**config.mk**
```make
export PLATFORM = sky130hd
export DESIGN_NAME = lsif_sequencer
export DESIGN_NICKNAME = d
export VERILOG_FILES = /design/src/lsif_pkg.sv /design/src/lsif_sequencer.sv
export SDC_FILE = /design/constraint.sdc
export NUM_CORES = 1
export LEC_CHECK = 0
export ABC_AREA = 0
export BUFFER_PORTS_ARGS = -buffer_cell sky130_fd_sc_hd__buf_4
export CORE_MARGIN = 8
export CORE_UTILIZATION = 30
export CTS_BUF_LIST = sky130_fd_sc_hd__clkbuf_4 sky130_fd_sc_hd__clkbuf_8
export DETAILED_ROUTE_END_ITERATION = 8
export GPL_ROUTABILITY_DRIVEN = 1
export SLEW_MARGIN = 20
export SYNTH_ARGS = -nofsm -noshare
export SYNTH_HDL_FRONTEND = slang
export SYNTH_SLANG_ARGS = --single-unit
```
**constraint.sdc**
```tcl
create_clock -name clk -period 3.8 [get_ports clk]
set_clock_uncertainty 0.15 [all_clocks]
set_input_delay 0 -clock clk [delete_from_list [all_inputs] [get_ports clk]]
set_output_delay 0 -clock clk [all_outputs]
set_load 0.05 [all_outputs]
```
**src/lsif_pkg.sv**
```systemverilog
`default_nettype none

package lsif_pkg;

    localparam int TAPS  = 80;
    localparam int TAP_W = $clog2(TAPS);
    localparam int PC_W  = 4;

    // Sample and weight word, error word and the exact update product.
    localparam int DATA_W = 16;
    localparam int ACC_W  = 32;
    localparam int PROD_W = ACC_W + DATA_W;

    typedef logic [PC_W-1:0]  pc_t;
    typedef logic [TAP_W-1:0] tap_idx_t;

    typedef enum logic [2:0] {
        COND_NEXT,
        COND_JUMP,
        COND_LOOP_CNT,
        COND_WAIT_SAMPLE,
        COND_WAIT_OUT
    } cond_t;

    // Datapath controls driven by the current microinstruction.
    typedef struct packed {
        logic in_ready;
        logic clr;
        logic issue_mac;
        logic issue_upd;
        logic err_load;
    } ctrl_t;

    // Status from the datapath that the jump conditions test.
    typedef struct packed {
        logic cnt_last;
        logic sample_go;
        logic out_busy;
    } status_t;

    typedef struct packed {
        ctrl_t ctrl;
        cond_t cond;
        pc_t   target;
    } uword_t;

    localparam pc_t PC_CLEAR  = 4'd0;
    localparam pc_t PC_IDLE   = 4'd1;
    localparam pc_t PC_MAC    = 4'd2;
    localparam pc_t PC_DRAIN0 = 4'd3;
    localparam pc_t PC_DRAIN1 = 4'd4;
    localparam pc_t PC_ERR    = 4'd5;
    localparam pc_t PC_UPD    = 4'd6;
    localparam pc_t PC_WB0    = 4'd7;
    localparam pc_t PC_WB1    = 4'd8;
    localparam pc_t PC_WB2    = 4'd9;

    localparam ctrl_t CTRL_NOP  = '{default: 1'b0};
    localparam ctrl_t CTRL_CLR  = '{clr: 1'b1, default: 1'b0};
    localparam ctrl_t CTRL_IDLE = '{in_ready: 1'b1, default: 1'b0};
    localparam ctrl_t CTRL_MAC  = '{issue_mac: 1'b1, default: 1'b0};
    localparam ctrl_t CTRL_ERR  = '{err_load: 1'b1, default: 1'b0};
    localparam ctrl_t CTRL_UPD  = '{issue_upd: 1'b1, default: 1'b0};

    // Microprogram. Each word jumps to its target when its condition holds,
    // and otherwise falls through to the next word.
    function automatic uword_t ucode_rom(input pc_t pc);
        uword_t w;
        unique case (pc)
            PC_CLEAR:  w = '{CTRL_CLR,  COND_LOOP_CNT,    PC_CLEAR};
            PC_IDLE:   w = '{CTRL_IDLE, COND_WAIT_SAMPLE, PC_IDLE};
            PC_MAC:    w = '{CTRL_MAC,  COND_LOOP_CNT,    PC_MAC};
            PC_DRAIN0: w = '{CTRL_NOP,  COND_NEXT,        PC_IDLE};
            PC_DRAIN1: w = '{CTRL_NOP,  COND_NEXT,        PC_IDLE};
            PC_ERR:    w = '{CTRL_ERR,  COND_WAIT_OUT,    PC_ERR};
            PC_UPD:    w = '{CTRL_UPD,  COND_LOOP_CNT,    PC_UPD};
            PC_WB0:    w = '{CTRL_NOP,  COND_NEXT,        PC_IDLE};
            PC_WB1:    w = '{CTRL_NOP,  COND_NEXT,        PC_IDLE};
            PC_WB2:    w = '{CTRL_NOP,  COND_JUMP,        PC_IDLE};
            default:   w = '{CTRL_NOP,  COND_JUMP,        PC_IDLE};
        endcase
        return w;
    endfunction

endpackage

`default_nettype wire

```
**src/lsif_sequencer.sv**
```systemverilog
`default_nettype none

module lsif_sequencer (
    input  wire logic              clk,
    input  wire logic              rst_n,
    input  wire lsif_pkg::status_t status,
    output lsif_pkg::ctrl_t        ctrl
);

    lsif_pkg::pc_t    pc_reg;
    lsif_pkg::pc_t    pc_next;
    lsif_pkg::uword_t uword;
    logic             take_jump;

    always_ff @(posedge clk or negedge rst_n)
    begin
        if (!rst_n)
        begin
            pc_reg <= lsif_pkg::PC_CLEAR;
        end
        else
        begin
            pc_reg <= pc_next;
        end
    end

    always_comb
    begin
        uword = lsif_pkg::ucode_rom(pc_reg);
        ctrl  = uword.ctrl;
        unique case (uword.cond)
            lsif_pkg::COND_NEXT:        take_jump = 1'b0;
            lsif_pkg::COND_JUMP:        take_jump = 1'b1;
            lsif_pkg::COND_LOOP_CNT:    take_jump = !status.cnt_last;
            lsif_pkg::COND_WAIT_SAMPLE: take_jump = !status.sample_go;
            lsif_pkg::COND_WAIT_OUT:    take_jump = status.out_busy;
            default:                    take_jump = 1'b1;
        endcase
        pc_next = take_jump ? uword.target : lsif_pkg::pc_t'(pc_reg + 1'b1);
    end

endmodule

`default_nettype wire

```
; ---- Word-level counts from Yosys, hierarchy flattened
; Memories as Yosys holds them, arrays and structs flattened.
; Cells that the tools add are included.
[totals]
reg_bits = 4
mem_bits_ro = 176
input_bits = 5
memories = 1
[mem_list]
columns = memory, words, word_bits, rd, rd_clocked_by_memory_dff, write_ports, line_no
row1 = (name not given), 16, 11, 1, 0, 0, lsif_pkg.sv:69  ; unique case (pc)
[classes]
n_addsub = 1
n_eq_ne = 3
n_mux = 2
n_reduce_logical = 3
[ops]
columns = operator, n
row1 = "3-bit by 2-bit equality test with 1-bit output, second input constant", 2
row2 = "4-bit by 1-bit adder with 4-bit output, second input constant", 1
row3 = 4-bit two-way mux, 1
row4 = 1-bit one-hot mux with 4 select lines, 1
row5 = "3-bit equality test, second input constant", 1
row6 = 3-bit zero test, 1
row7 = 1-bit zero test, 2

; ---- Depth between registers and ports, before layout
; Gate-level depths: netlist of run 1.
; An unclocked memory read counts as a cell.
[depth]
depth_word = 4
mapped_depth = 6

; ---- Worst setup path after synthesis of run 1
; OpenSTA, ideal clock, no wires.
[synth_path]
path_type = register -> register
start = register pc_reg[1]
end = register pc_reg[1]
arrival_time_ns = 2.560
required_time_ns = 3.528
setup_slack_ns = 0.968
path_stages_with_launch = 6
path_buffers = 0
period_less_slack_ns = 2.832
path_cell_list = dfrtp_1 > inv_1 > ha_1 > nor3b_1 > nand3_1 > a32o_1
[synth_via]
elab_chain_len = 4
word_cells_on_any_way = 8
cone_classes = add/sub (1) / eq/ne (3) / mux (2) / reduce/logical (1) / memory (1)
[synth_lines]
columns = element, line_no
row1 = "start, declared", lsif_sequencer.sv:10  ; lsif_pkg::pc_t pc_reg;
row2 = "start signal, assigned", lsif_sequencer.sv:19  ; pc_reg <= lsif_pkg::PC_CLEAR;
row3 = "start signal, assigned", lsif_sequencer.sv:23  ; pc_reg <= pc_next;
row4 = memory 16 x 11 bit, n/a
row5 = 3-bit equality test (tied with other cells), lsif_sequencer.sv:31  ; unique case (uword.cond)
row6 = 1-bit one-hot mux with 4 select lines, lsif_sequencer.sv:31
row7 = 4-bit two-way mux *, lsif_sequencer.sv:39  ; pc_next = take_jump ? uword.target : lsif_pkg::pc_t'(pc_reg + 1'b1);
row8 = via pc_next[1], lsif_sequencer.sv:11  ; lsif_pkg::pc_t pc_next;
; Mark *: on every way through the listed nets, which the timed path passes. The rest lies on a longest branch.

; ---- Worst setup path in the final report of run 1
; Same ends and word-level chain as after synthesis.

==> summary by stage, run 1 <==
Synthesis
The net count after synthesis is 61. The cell count after synthesis came out at 52. For this run, asynchronously set or reset flops after synthesis account for 1.000.

By area the synthesized netlist is led by dfrtp_1 (23%), ha_1 (11%), nor2b_1 (7.2%), o41ai_2 (3.7%), nand3_1 (3.4%). The portion of synthesized cell area occupied by the leading cell type is 0.2292. The synthesized cell area is 436.7 µm². The number of flops mapped to enable cells by yosys is 0.

The sequential area share after synthesis is 0.2292. In the synthesized netlist, the cells that appear most often are nor2b_1 (5), dfrtp_1 (4), ha_1 (4), nor2_1 (4). For this run, the number of Yosys warnings is 0. Counting flops and latches in the post-synthesis netlist gives 4.

The most used flip-flop cell after synthesis is dfrtp_1. The count of unique library cells instantiated by Yosys is 30. The post-synthesis cell type with the largest combined area is dfrtp_1.

The dominant cell by count in the synthesized netlist is nor2b_1. The mean instance size in the synthesized netlist is 8.397 µm².

Run
The tool flagged a number of max-cap violations equal to 0.

Global routing
The remaining global-route overflow is 0. The largest net degree at the start of global routing is 19. The initial antenna violation count is 0.

The number of global-route vias before repair is 376. The overall global routing resource usage is 0.07591. The first global-routing pass estimated 1642 µm of wire.

Route
Across all layers, the routed design uses 403 vias. Summed over all layers, the routed wires come to 985 µm. The average routed wire per standard cell is 12.47 µm. For this run, the detailed router's first-pass iteration total came to 4.

The post-route antenna net violation count is 0. Dividing the detail-routed via count by the number of cells gives 5.101. The number of design-rule violations left by the first detailed-router iteration is 6. In the routed design, unresolved DRC markers number 0.

Worst setup path
The largest incremental delay on the critical path is 0.46 ns. The signal on the critical path passes through inv_1 > ha_1 > nor2b_1 > a22o_1 > nand3b_1 > a32o_1. The worst register-to-register path begins at pc_reg[1]$_DFF_PN0_.

For the worst setup path, the data required time is 3.76 ns. The worst setup path is captured at a flop. The setup path with the least slack is of type flop to flop. At the worst endpoint, the arrival time is 2.01 ns.

The slowest stage of the critical path belongs to the cell dfrtp_1. Along the worst path, the maximum fanout reaches 8. The critical path startpoint is pc_reg[1]$_DFF_PN0_. The nature of the critical path startpoint is a flop.

Placed design
Summing all placed instances gives a cell area of 503.0 µm². At the end of routability-driven placement, the weighted congestion stood at 0.8183. The detailed placer's ending HPWL is 777.1 µm. During placement, the flow inserted port buffers numbering 9.

STA
The final-layout setup total negative slack is 0 ns. The worst relative slew slack is 0.6714. The final critical delay including setup and external delays is 2.048 ns. Based on the critical path, the design can be clocked at up to 488.3 MHz. Setup repair after global routing left no endpoint under its margin. The number of pins with negative max-slew slack in the final report came to 0. The share of the clock period used by the worst path after layout is 0.5389. For the pin with the worst max-slew slack, the measured transition is 0.4929 ns. Setup violations remaining at the end of the flow were counted as 0. The number of failing hold endpoints at the final stage was 0.

Finish
Once layout is done, the placed cells without fillers occupy 555.5 µm². The number of flip-flops in the largest register is 4. The count of fill cells added during filler insertion is 144.

The fraction of layout cells with a size suffix above 1 is 0.2188. The number of antenna diodes in the final layout is 0. After the last flow step, the layout net total stands at 75. Compared with the post-synthesis result, the final layout area differs by 27.22%.

Min path
The worst hold path begins at status[0]. The worst hold path belongs to the class input pin to flop.

Clocking
The maximum buffer depth of the clock tree is 2. Counting the buffers created by CTS gives 3. The clock sink count is 4. The CTS tree is yes. CTS built an H-tree with a depth of 1. The insertion delay to the later sink of the worst-skew pair is 0.24 ns.

The cell at the root of the clock tree is clkbuf_4. The clock slew at the register clock pins of the worst setup and hold paths is 0.04 ns.

Power and ir drop
The standby leakage power is 0.2597 nW. For this design the ratio of total power to cell area is 909.3 mW/mm². The worst-case IR drop observed on VDD is 418.6 µV.

Floorplanning
The floorplan step set the die width to 54.15 µm. The core region is 0.001334 mm². The cell row count is 13.

The height of the chip is 54.15 µm. The full die area is 0.002932 mm². For this configuration, the core starts out at a cell density of 0.3274. For this design the top-level I/O count stands at 10.

Outcome
The flow ran to the end, and the final reports show no timing, DRC or antenna violations.
==> cell usage in the layout, fill, tap and decap left out, types with 2 or more instances in the layout <==
cell type      n
dfrtp_1        4
buf_4          9
nor3b_1        2
nand2b_1       2
nand3b_1       2
and2_1         2
ha_1           4
clkbuf_4       3
nand3_1        3
nand2_1        2
nor2_1         4
dlygate4sd3_1  3
nor2b_1        5
inv_1          3
==> stage by stage <==
step,cells,util,total power [W],setup slack [ns],hold WS (ns)
2_1_floorplan,52,-,0.0003783,0.9683,-0.4456
3_3_place_gp,73,0.3771,0.0004536,1.785,-0.3511
3_5_place_dp,73,0.3771,0.0004531,1.749,-0.3497
4_1_cts,79,0.4165,0.0005101,1.744,0.09273
5_1_grt,79,0.4165,0.0005517,1.629,0.1058
6_report,79,0.4165,0.0005052,1.752,0.09221
==> routing by layer <==
| metal | track usage | vias up | wire length (µm) |
|---|---|---|---|
| li1 | - | 211 | - |
| met1 | 0.09598 | 183 | 475 |
| met2 | 0.1088 | 9 | 436 |
| met3 | 0.04683 | 0 | 73 |
| met4 | 0.01230 | 0 | 0 |
| met5 | 0 | - | 0 |
==> where the power goes <==
part / switching [W] / total (W) / internal, W
Sequential: 0.0000549 / 0.000118 / 0.0000630
Clock: 0.0000173 / 0.0000526 / 0.0000353
Combinational: 0.000199 / 0.000335 / 0.000136
Total: 0.000271 / 0.000505 / 0.000234
==> layout make-up <==
cell class	count	area, µm²	share of cell area
clock buffer	3	22.52	0.04054
inverter	3	11.26	0.02027
multi-input combinational	42	305.3	0.5495
sequential	4	100.1	0.1802
tap	15	18.77	0.03378
timing repair buffer	12	97.59	0.1757
==> path summary, 6_finish.rpt <==
path | cells after the start | slack (ns) | to
min in group asynchronous | 3 | 0.52 | pc_reg[2]$_DFF_PN0_
max | 6 | 1.75 | pc_reg[1]$_DFF_PN0_
max reg2reg | 6 | 1.75 | pc_reg[1]$_DFF_PN0_
min | 4 | 0.09 | pc_reg[3]$_DFF_PN0_
min reg2reg | 1 | 0.55 | pc_reg[0]$_DFFE_PN0P_
max in group asynchronous | 3 | 2.80 | pc_reg[1]$_DFF_PN0_
==> repair_timing <==
action	in CTS	in global routing
hold buffers	3	0
setup buffers	0	0
endpoints found under the setup margin	0	0
endpoints found under the hold margin	5	0
resized for setup	0	0
==> logic make-up (layout without fill, tap and decap cells) <==
kind of cell    count (synthesis)  in the layout  synth area share
compound gates                 11             11            0.2121
xor+xnor                        1              1           0.02006
fa+ha+maj                       4              4            0.1146
buf+inv                         6             18           0.07161
flops                           4              4            0.2292
simple gates                   26             26            0.3524
==> critical path, delay by kind of cell, from the launching register on <==
family | cells | cell delay (ns)
AOI/OAI and AO/OA | 2 | 0.54
DFF | 1 | 0.46
and+or+nand+nor | 2 | 0.38
adders and majority gates | 1 | 0.26
buffers and inverters | 1 | 0.13
Power figures use the tool's default switching activity.
==> run 2, diff against run 1 <==
--- a/config.mk
+++ b/config.mk
@@ -5,12 +5,12 @@
 export SDC_FILE = /design/constraint.sdc
 export NUM_CORES = 1
 export LEC_CHECK = 0
-export ABC_AREA = 0
+export ABC_AREA = 1
 export BUFFER_PORTS_ARGS = -buffer_cell sky130_fd_sc_hd__buf_4
-export CORE_MARGIN = 8
-export CORE_UTILIZATION = 30
+export CORE_AREA = 8 8 45 47
 export CTS_BUF_LIST = sky130_fd_sc_hd__clkbuf_4 sky130_fd_sc_hd__clkbuf_8
 export DETAILED_ROUTE_END_ITERATION = 8
+export DIE_AREA = 0 0 53 55
 export GPL_ROUTABILITY_DRIVEN = 1
 export SLEW_MARGIN = 20
 export SYNTH_ARGS = -nofsm -noshare
==> constraint.sdc (replaced) <==
create_clock -name clk -period 1.7 [get_ports clk]
set_clock_uncertainty 0.15 [all_clocks]
set_input_delay 0 -clock clk [delete_from_list [all_inputs] [get_ports clk]]
set_output_delay 0 -clock clk [all_outputs]
set_load 0.05 [all_outputs]
==> summary by stage, run 2 <==
Global routing
The initial antenna violation count is 0. The number of global-route vias before repair is 352. The remaining global-route overflow is 0. Entering global routing, the biggest net connects 7 pins. The first global-routing pass estimated 1338 µm of wire. The overall global routing resource usage is 0.06195.

Synthesis
The synthesis warning total is 0. The portion of synthesized cell area occupied by the leading cell type is 0.2606. The flip-flop cell with the highest count after synthesis is dfrtp_1. Counting instances in the post-synthesis netlist gives the leading cell types as nand2_1 (11), inv_1 (7), nor2_1 (7). Counting flops and latches in the post-synthesis netlist gives 4. The dominant cell by count in the synthesized netlist is nand2_1.

The mean instance size in the synthesized netlist is 7.113 µm². Of all cell types, the one taking the most synthesized area is dfrtp_1. Summing every instance area after synthesis gives 384.1 µm². The count of unique library cells instantiated by Yosys is 14.

The number of flops mapped to enable cells by yosys is 0. After synthesis, the cell types taking the most area are dfrtp_1 (26%), ha_1 (13%), nand2_1 (11%), nand2_2 (8.1%), nand3_1 (7.8%). Counting flops with an async set or reset pin after synthesis yields a share of 1.000.

Counting every net in the synthesized netlist gives 63. For this run, the register share of the synthesized area comes to 0.2606. After technology mapping, the gate count stands at 54.

STA
The worst relative slew slack is 0.8490. Setup violations remaining at the end of the flow were counted as 0. The worst-case hold slack is 0.08987 ns. Setup total negative slack on the finished layout was measured at 0 ns. Of the available clock period, the critical path in the final layout requires 0.9153. The number of failing hold endpoints at the final stage is 0. The upper clock frequency limit is 642.7 MHz. The number of pins with negative max-slew slack in the final report is 0. The final critical delay including setup and external delays is 1.556 ns.

The transition time at the pin with the least slew margin is 0.2266 ns. Setup repair after global routing left no endpoint under its margin.

Clocking
The cell at the root of the clock tree is clkbuf_4. Clock-pin slew was measured on the worst setup and hold paths at 0.04 ns. CTS built an H-tree with a depth of 1. In this run the deepest clock path goes through 2 buffers. The clock sink count is 4. The CTS tree is yes. The number of buffers created by CTS is 3. The insertion delay to the later sink of the worst-skew pair is 0.23 ns.

Worst setup path
The endpoint identified for the worst register-to-register timing path is pc_reg[1]$_DFF_PN0_. The data arrival at the endpoint of the critical path is 1.52 ns. The critical path startpoint is pc_reg[1]$_DFF_PN0_. The worst reg-to-reg setup slack is 0.14 ns. Along the worst path, the maximum fanout reaches 4. The element type at the critical path end is a flop. The required arrival time at the worst endpoint is 1.67 ns.

In this run the critical register-to-register path is launched from pc_reg[1]$_DFF_PN0_. The worst register-to-register path has a depth of 8. The category of the critical setup timing path is flop to flop. The worst setup path is launched from a flop.

Route
For this run, design rule violations remaining after detail routing come to 0. The routed wire length is 796 µm. Dividing the detail-routed via count by the number of cells gives 4.274. Detailed routing inserted a total of 359 vias. The first-pass iteration count of the detailed router is 4. In this run the remaining antenna-violating nets after routing total 0.

The number of design-rule violations left by the first detailed-router iteration is 10. In the final routed layout, each cell accounts on average for 9.476 µm.

Power and ir drop
The sequential group share of total power is 0.178. For this design the ratio of total power to cell area is 2181 mW/mm². The fraction of power spent switching nets is 0.5578. The standby leakage power is 0.3019 nW. Cell internal power was estimated by the tool at 0.0005021 W.

The largest vdd supply drop is 1079 µV. The fraction of power consumed by combinational cells is 0.721. The clock power share is 0.100. The analysis attributes to net switching a power of 0.0006333 W.

Finish
Leaving out fill and tap cells, the most frequent cell in the layout is nand2_1. For this run, the number of standard cells in the final layout without fillers is 84. The top cell types in the final layout, fill and taps aside, are nand2_1 (11), buf_4 (10), nor2_1 (7). The register with the most flip-flops in the layout has 4 of them.

The repair_antennas step left the layout with diodes totalling 0. The final net count is 79. The fraction of layout cells with a size suffix above 1 is 0.3676. The synthesis-to-layout area growth is 35.50%.

Floorplanning
The die covers 0.002915 mm². The die outline width is 53 µm. The effective utilization at floorplan is 0.2776.

The total core area is 0.001384 mm². The die is 55 µm tall. The cell row count is 14. 10 I/O pins were placed.

Run
The number of violations of the max-capacitance limit is 0.

Placed design
Detailed placement ended at an HPWL of 650.7 µm. In this run, placement finished with an instance count of 79. The congestion estimate from routability-driven global placement came to 0.8053.

During placement, the flow inserted port buffers numbering 9.

Outcome
The flow ran to the end, and the final reports show no timing, DRC or antenna violations.

Min path
The worst hold path class is input pin to flop. In this run the most critical hold path is launched from status[1]. The worst hold path terminates at pc_reg[0]$_DFFE_PN0P_.

Along the worst hold path, the cell count comes to 5.
[run 2: power by group through the flow]
stage	logic [W]	registers (W)	clock network (W)
floorplan	0.000673	0.000178	0
global placement	0.000817	0.000203	0
CTS	0.000831	0.000201	0.000123
detailed placement	0.000824	0.000200	0
global route	0.000910	0.000211	0.000126
finish	0.000819	0.000202	0.000114
[run 2: final cells by class]
class                           count  area, µm²
Clock buffer                        3      22.52
Multi-Input combinational cell     40      249.0
Tap cell                           16      20.02
Timing Repair Buffer               12      95.09
Inverter                            9      33.78
Sequential cell                     4      100.1
Fill cell                         150      863.3
[run 2: through the flow]
step	power, W	area (µm²)	utilization	setup WS, ns
6_report	0.001135	520.5	0.3761	0.1440
5_1_grt	0.001247	520.5	0.3761	0.01180
4_1_cts	0.001154	520.5	0.3761	0.1001
3_5_place_dp	0.001025	478.0	0.3454	0.1114
3_3_place_gp	0.001020	478.0	0.3454	0.1119
2_1_floorplan	0.0008515	394.1	-	0.1833
[run 2: repair_timing]
action,4_1_cts,5_1_grt
hold buffers,2,0
hold endpoints to repair,4,0
setup endpoints to repair,0,3
gates resized for setup,0,1
setup buffers,0,0
[run 2: cell families after synthesis]
kind of cell	synth area share
buf+inv	0.1173
simple gates	0.4039
compound gates	0.04236
xor+xnor	0.04561
flops	0.2606
fa+ha+maj	0.1303
[run 2: critical path, cell delays in order (launching register included)]
cell,delay [ns]
dfrtp_1,0.40
inv_1,0.09
ha_1,0.21
nand3_1,0.13
nor2_1,0.08
a21oi_4,0.16
nand2_2,0.10
nand2_1,0.07
nand2_1,0.05
[run 2: worst max path at each step]
stage	cells after the start	to
2_1_floorplan	4	ctrl[3]
3_3_place_gp	9	pc_reg[2]$_DFF_PN0_
3_5_place_dp	9	pc_reg[0]$_DFFE_PN0P_
4_1_cts	9	pc_reg[1]$_DFF_PN0_
5_1_grt	9	pc_reg[1]$_DFF_PN0_
6_report	8	pc_reg[1]$_DFF_PN0_
[run 2: per-layer routing]
layer,up-vias,share of wire,global-route usage
met5,-,0,0
met4,0,0.021,0.06466
met3,2,0.12,0.02139
met2,15,0.41,0.09375
met1,148,0.46,0.06442
li1,194,-,-
==> run 3, diff against run 2 <==
--- a/config.mk
+++ b/config.mk
@@ -5,12 +5,11 @@
 export SDC_FILE = /design/constraint.sdc
 export NUM_CORES = 1
 export LEC_CHECK = 0
-export ABC_AREA = 1
 export BUFFER_PORTS_ARGS = -buffer_cell sky130_fd_sc_hd__buf_4
-export CORE_AREA = 8 8 45 47
+export CORE_MARGIN = 8
+export CORE_UTILIZATION = 30
 export CTS_BUF_LIST = sky130_fd_sc_hd__clkbuf_4 sky130_fd_sc_hd__clkbuf_8
 export DETAILED_ROUTE_END_ITERATION = 8
-export DIE_AREA = 0 0 53 55
 export GPL_ROUTABILITY_DRIVEN = 1
 export SLEW_MARGIN = 20
 export SYNTH_ARGS = -nofsm -noshare
==> summary by stage, run 3 (synthesized netlist as in run 1, its figures left out) <==
Worst setup path
Traced cell by cell, the critical path runs through inv_2 > ha_4 > nor2b_2 > a22o_1 > buf_4 > o21ai_1 > a22oi_1. Counting both buffers and inverters, the worst setup path holds a total of 2. The timing endpoint of the critical path is pc_reg[0]$_DFFE_PN0P_.

The number of cells on the worst reg-to-reg path is 7. The critical path startpoint is pc_reg[1]$_DFF_PN0_. The worst reg-to-reg setup slack is -0.03 ns. The launching point of the worst reg2reg path is pc_reg[1]$_DFF_PN0_. Of all nets on the critical path, the largest fanout is 4. The nature of the critical path startpoint is a flop.

The element type at the critical path end is a flop. The largest incremental delay on the critical path is 0.39 ns. Data on the critical path is required at its endpoint by 1.64 ns. The category of cells accounting for the largest share of critical-path delay is compound AO/OA/AOI/OAI gates. STA puts the critical path data arrival time at 1.66 ns. The worst register-to-register path ends at pc_reg[0]$_DFFE_PN0P_. The slowest stage of the critical path belongs to the cell dfrtp_2.

The depth of the critical timing path with buffers and inverters included is 7. The category of the critical setup timing path is flop to flop.

Floorplanning
The die outline width is 54.15 µm. The top-level I/O count is 10. In this run the standard cell core region covers 0.001334 mm². The effective utilization at floorplan is 0.3274.

The die is 54.15 µm tall. The full die area is 0.002932 mm². The floorplan has 13 rows.

Global routing
The total overflow left after global routing is 0. For met1 alone, demand over resource in global routing was 0.1142. The initial antenna violation count is 0. The first-pass GRT wire length is 1904 µm. For met2 alone, demand over resource in global routing was 0.1298. After global routing, the most crowded layer is met2.

The overall global routing resource usage is 0.08565. The number of global-route vias before repair came to 429. For met3 alone, demand over resource in global routing was 0.04132.

The largest net degree at the start of global routing is 11.

STA
The upper clock frequency limit is 579.7 MHz. The worst relative slew slack is 0.7288. Setup slack on the critical path of the routed design comes to -0.02513 ns. Setup repair after global routing could not meet its margin everywhere. The number of failing hold endpoints at the final stage was 0. Setup violations remaining at the end of the flow were counted as 2. The number of pins with negative max-slew slack in the final report is 0. The routed design could run at a clock period as short as 1.725 ns. The share of the clock period used by the worst path after layout is 1.015. The transition time at the pin with the least slew margin is 0.3965 ns.

After routing, the total negative slack on setup checks comes to -0.04853 ns.

Route
The via density per instance is 5.011. In this run, the number of DRC markers left after iteration 0 of detailed routing was 15. The first-pass iteration count of the detailed router is 4. After detailed routing, the average wire length per cell comes to 12.82 µm. The post-route antenna net violation count is 0.

The detailed-route DRC error count is 0. The routed design has 1141 µm of wire. The detailed router placed 446 vias in this run.

Clocking
The clock passes through at most 2 buffers. The H-tree depth is 1. The clock sink count is 4. The CTS tree is yes. Once the clock tree was built, the setup fixing pass inserted 0 buffers.

The number of buffers created by CTS is 3. The clock slew at the register clock pins of the worst setup and hold paths is 0.04 ns. CTS placed an instance of clkbuf_4 at the clock tree root.

The clock reaches the later pin of the worst-skew pair after 0.24 ns.

Placed design
In this run the tool buffered the top-level ports with 9 buffer cells. The weighted congestion at the end of routability-driven global placement is 0.8362. The placed instance count is 83.

The setup slack at placement is -0.03428 ns. After legalization and detailed placement, the total HPWL measured 912.1 µm.

Outcome
The final reports fail on negative setup slack. The flow ran to the end, but the final reports show violations.

Finish
Compared with the post-synthesis result, the final layout area differs by 57.31%. The fraction of layout cells with a size suffix above 1 is 0.4730. The register with the most flip-flops in the layout has 4 of them. In the final design database the tool counted 85 nets. The post-layout instance count excluding filler cells is 89. 0 antenna diodes ended up in the layout.

In the layout the commonest cells are buf_4 (17), nor2_1 (4), nand3_1 (3), clkbuf_4 (3), dlygate4sd3_1 (3). The most common cell after layout, fill and taps aside is buf_4. Counting the fill cells in the layout gives 122.

Min path
The path class of the tightest hold or removal check is input pin to flop.

Run
The number of violations of the max-capacitance limit is 0.

Power and ir drop
IR analysis of the VDD net gives a maximum drop of 691.3 µV. The power per unit of standard cell area is 2102 mW/mm². The analysis attributes to cell leakage a power of 0.3135 nW.
-- run 3: layout make-up --
cell class                      instances  area, µm²  share of cell area
Clock buffer                            3      22.52             0.03279
Inverter                                3      11.26             0.01639
Multi-Input combinational cell         42      351.6              0.5118
Sequential cell                         4      102.6              0.1494
Tap cell                               15      18.77             0.02732
Timing Repair Buffer                   22      180.2              0.2623
-- run 3: worst min-delay path by stage --
stage | startpoint | endpoint | slack [ns] | cells past startpoint
global route | status[0] | pc_reg[2]$_DFF_PN0_ | 0.11 | 4
detailed placement | rst_n | pc_reg[3]$_DFF_PN0_ | -0.35 | 1
CTS | status[0] | pc_reg[2]$_DFF_PN0_ | 0.08 | 4
floorplan | rst_n | pc_reg[0]$_DFFE_PN0P_ | -0.45 | 0
global placement | rst_n | pc_reg[3]$_DFF_PN0_ | -0.35 | 1
finish | status[0] | pc_reg[2]$_DFF_PN0_ | 0.1 | 4
-- run 3: metrics by stage --
stage               cell area [µm²]  total power [W]  utilization  hold slack (ns)
finish                        686.9         0.001444       0.5150          0.09945
global route                  686.9         0.001562       0.5150           0.1073
CTS                           666.9         0.001408       0.5000          0.08376
detailed placement            606.8         0.001264       0.4550          -0.3526
global placement              606.8         0.001272       0.4550          -0.3529
floorplan                     465.4        0.0009113            -          -0.4456
-- run 3: worst register-to-register path, delay by kind of cell (launching register included) --
kind,cells,cell delay (ns)
and+or+nand+nor,1,0.16
buffers and inverters,2,0.21
AOI/OAI and AO/OA,3,0.49
DFF,1,0.39
adders and majority gates,1,0.17
-- run 3: metal layers --
metal,wire length (µm),part of all wire
met1,577,0.51
met2,508,0.45
met3,55,0.048
met4,0,0
met5,0,0
-- run 3: repair_timing --
action | CTS | global route
pin swaps | 2 | 1
hold buffers | 3 | 0
gates resized for setup | 4 | 6
endpoints found under the hold margin | 5 | 0
setup endpoints to repair | 4 | 5
-- run 3: report_power, final --
part / internal (W) / switching, W
Clock: 0.0000791 / 0.0000410
Combinational: 0.000518 / 0.000608
Sequential: 0.000147 / 0.0000506
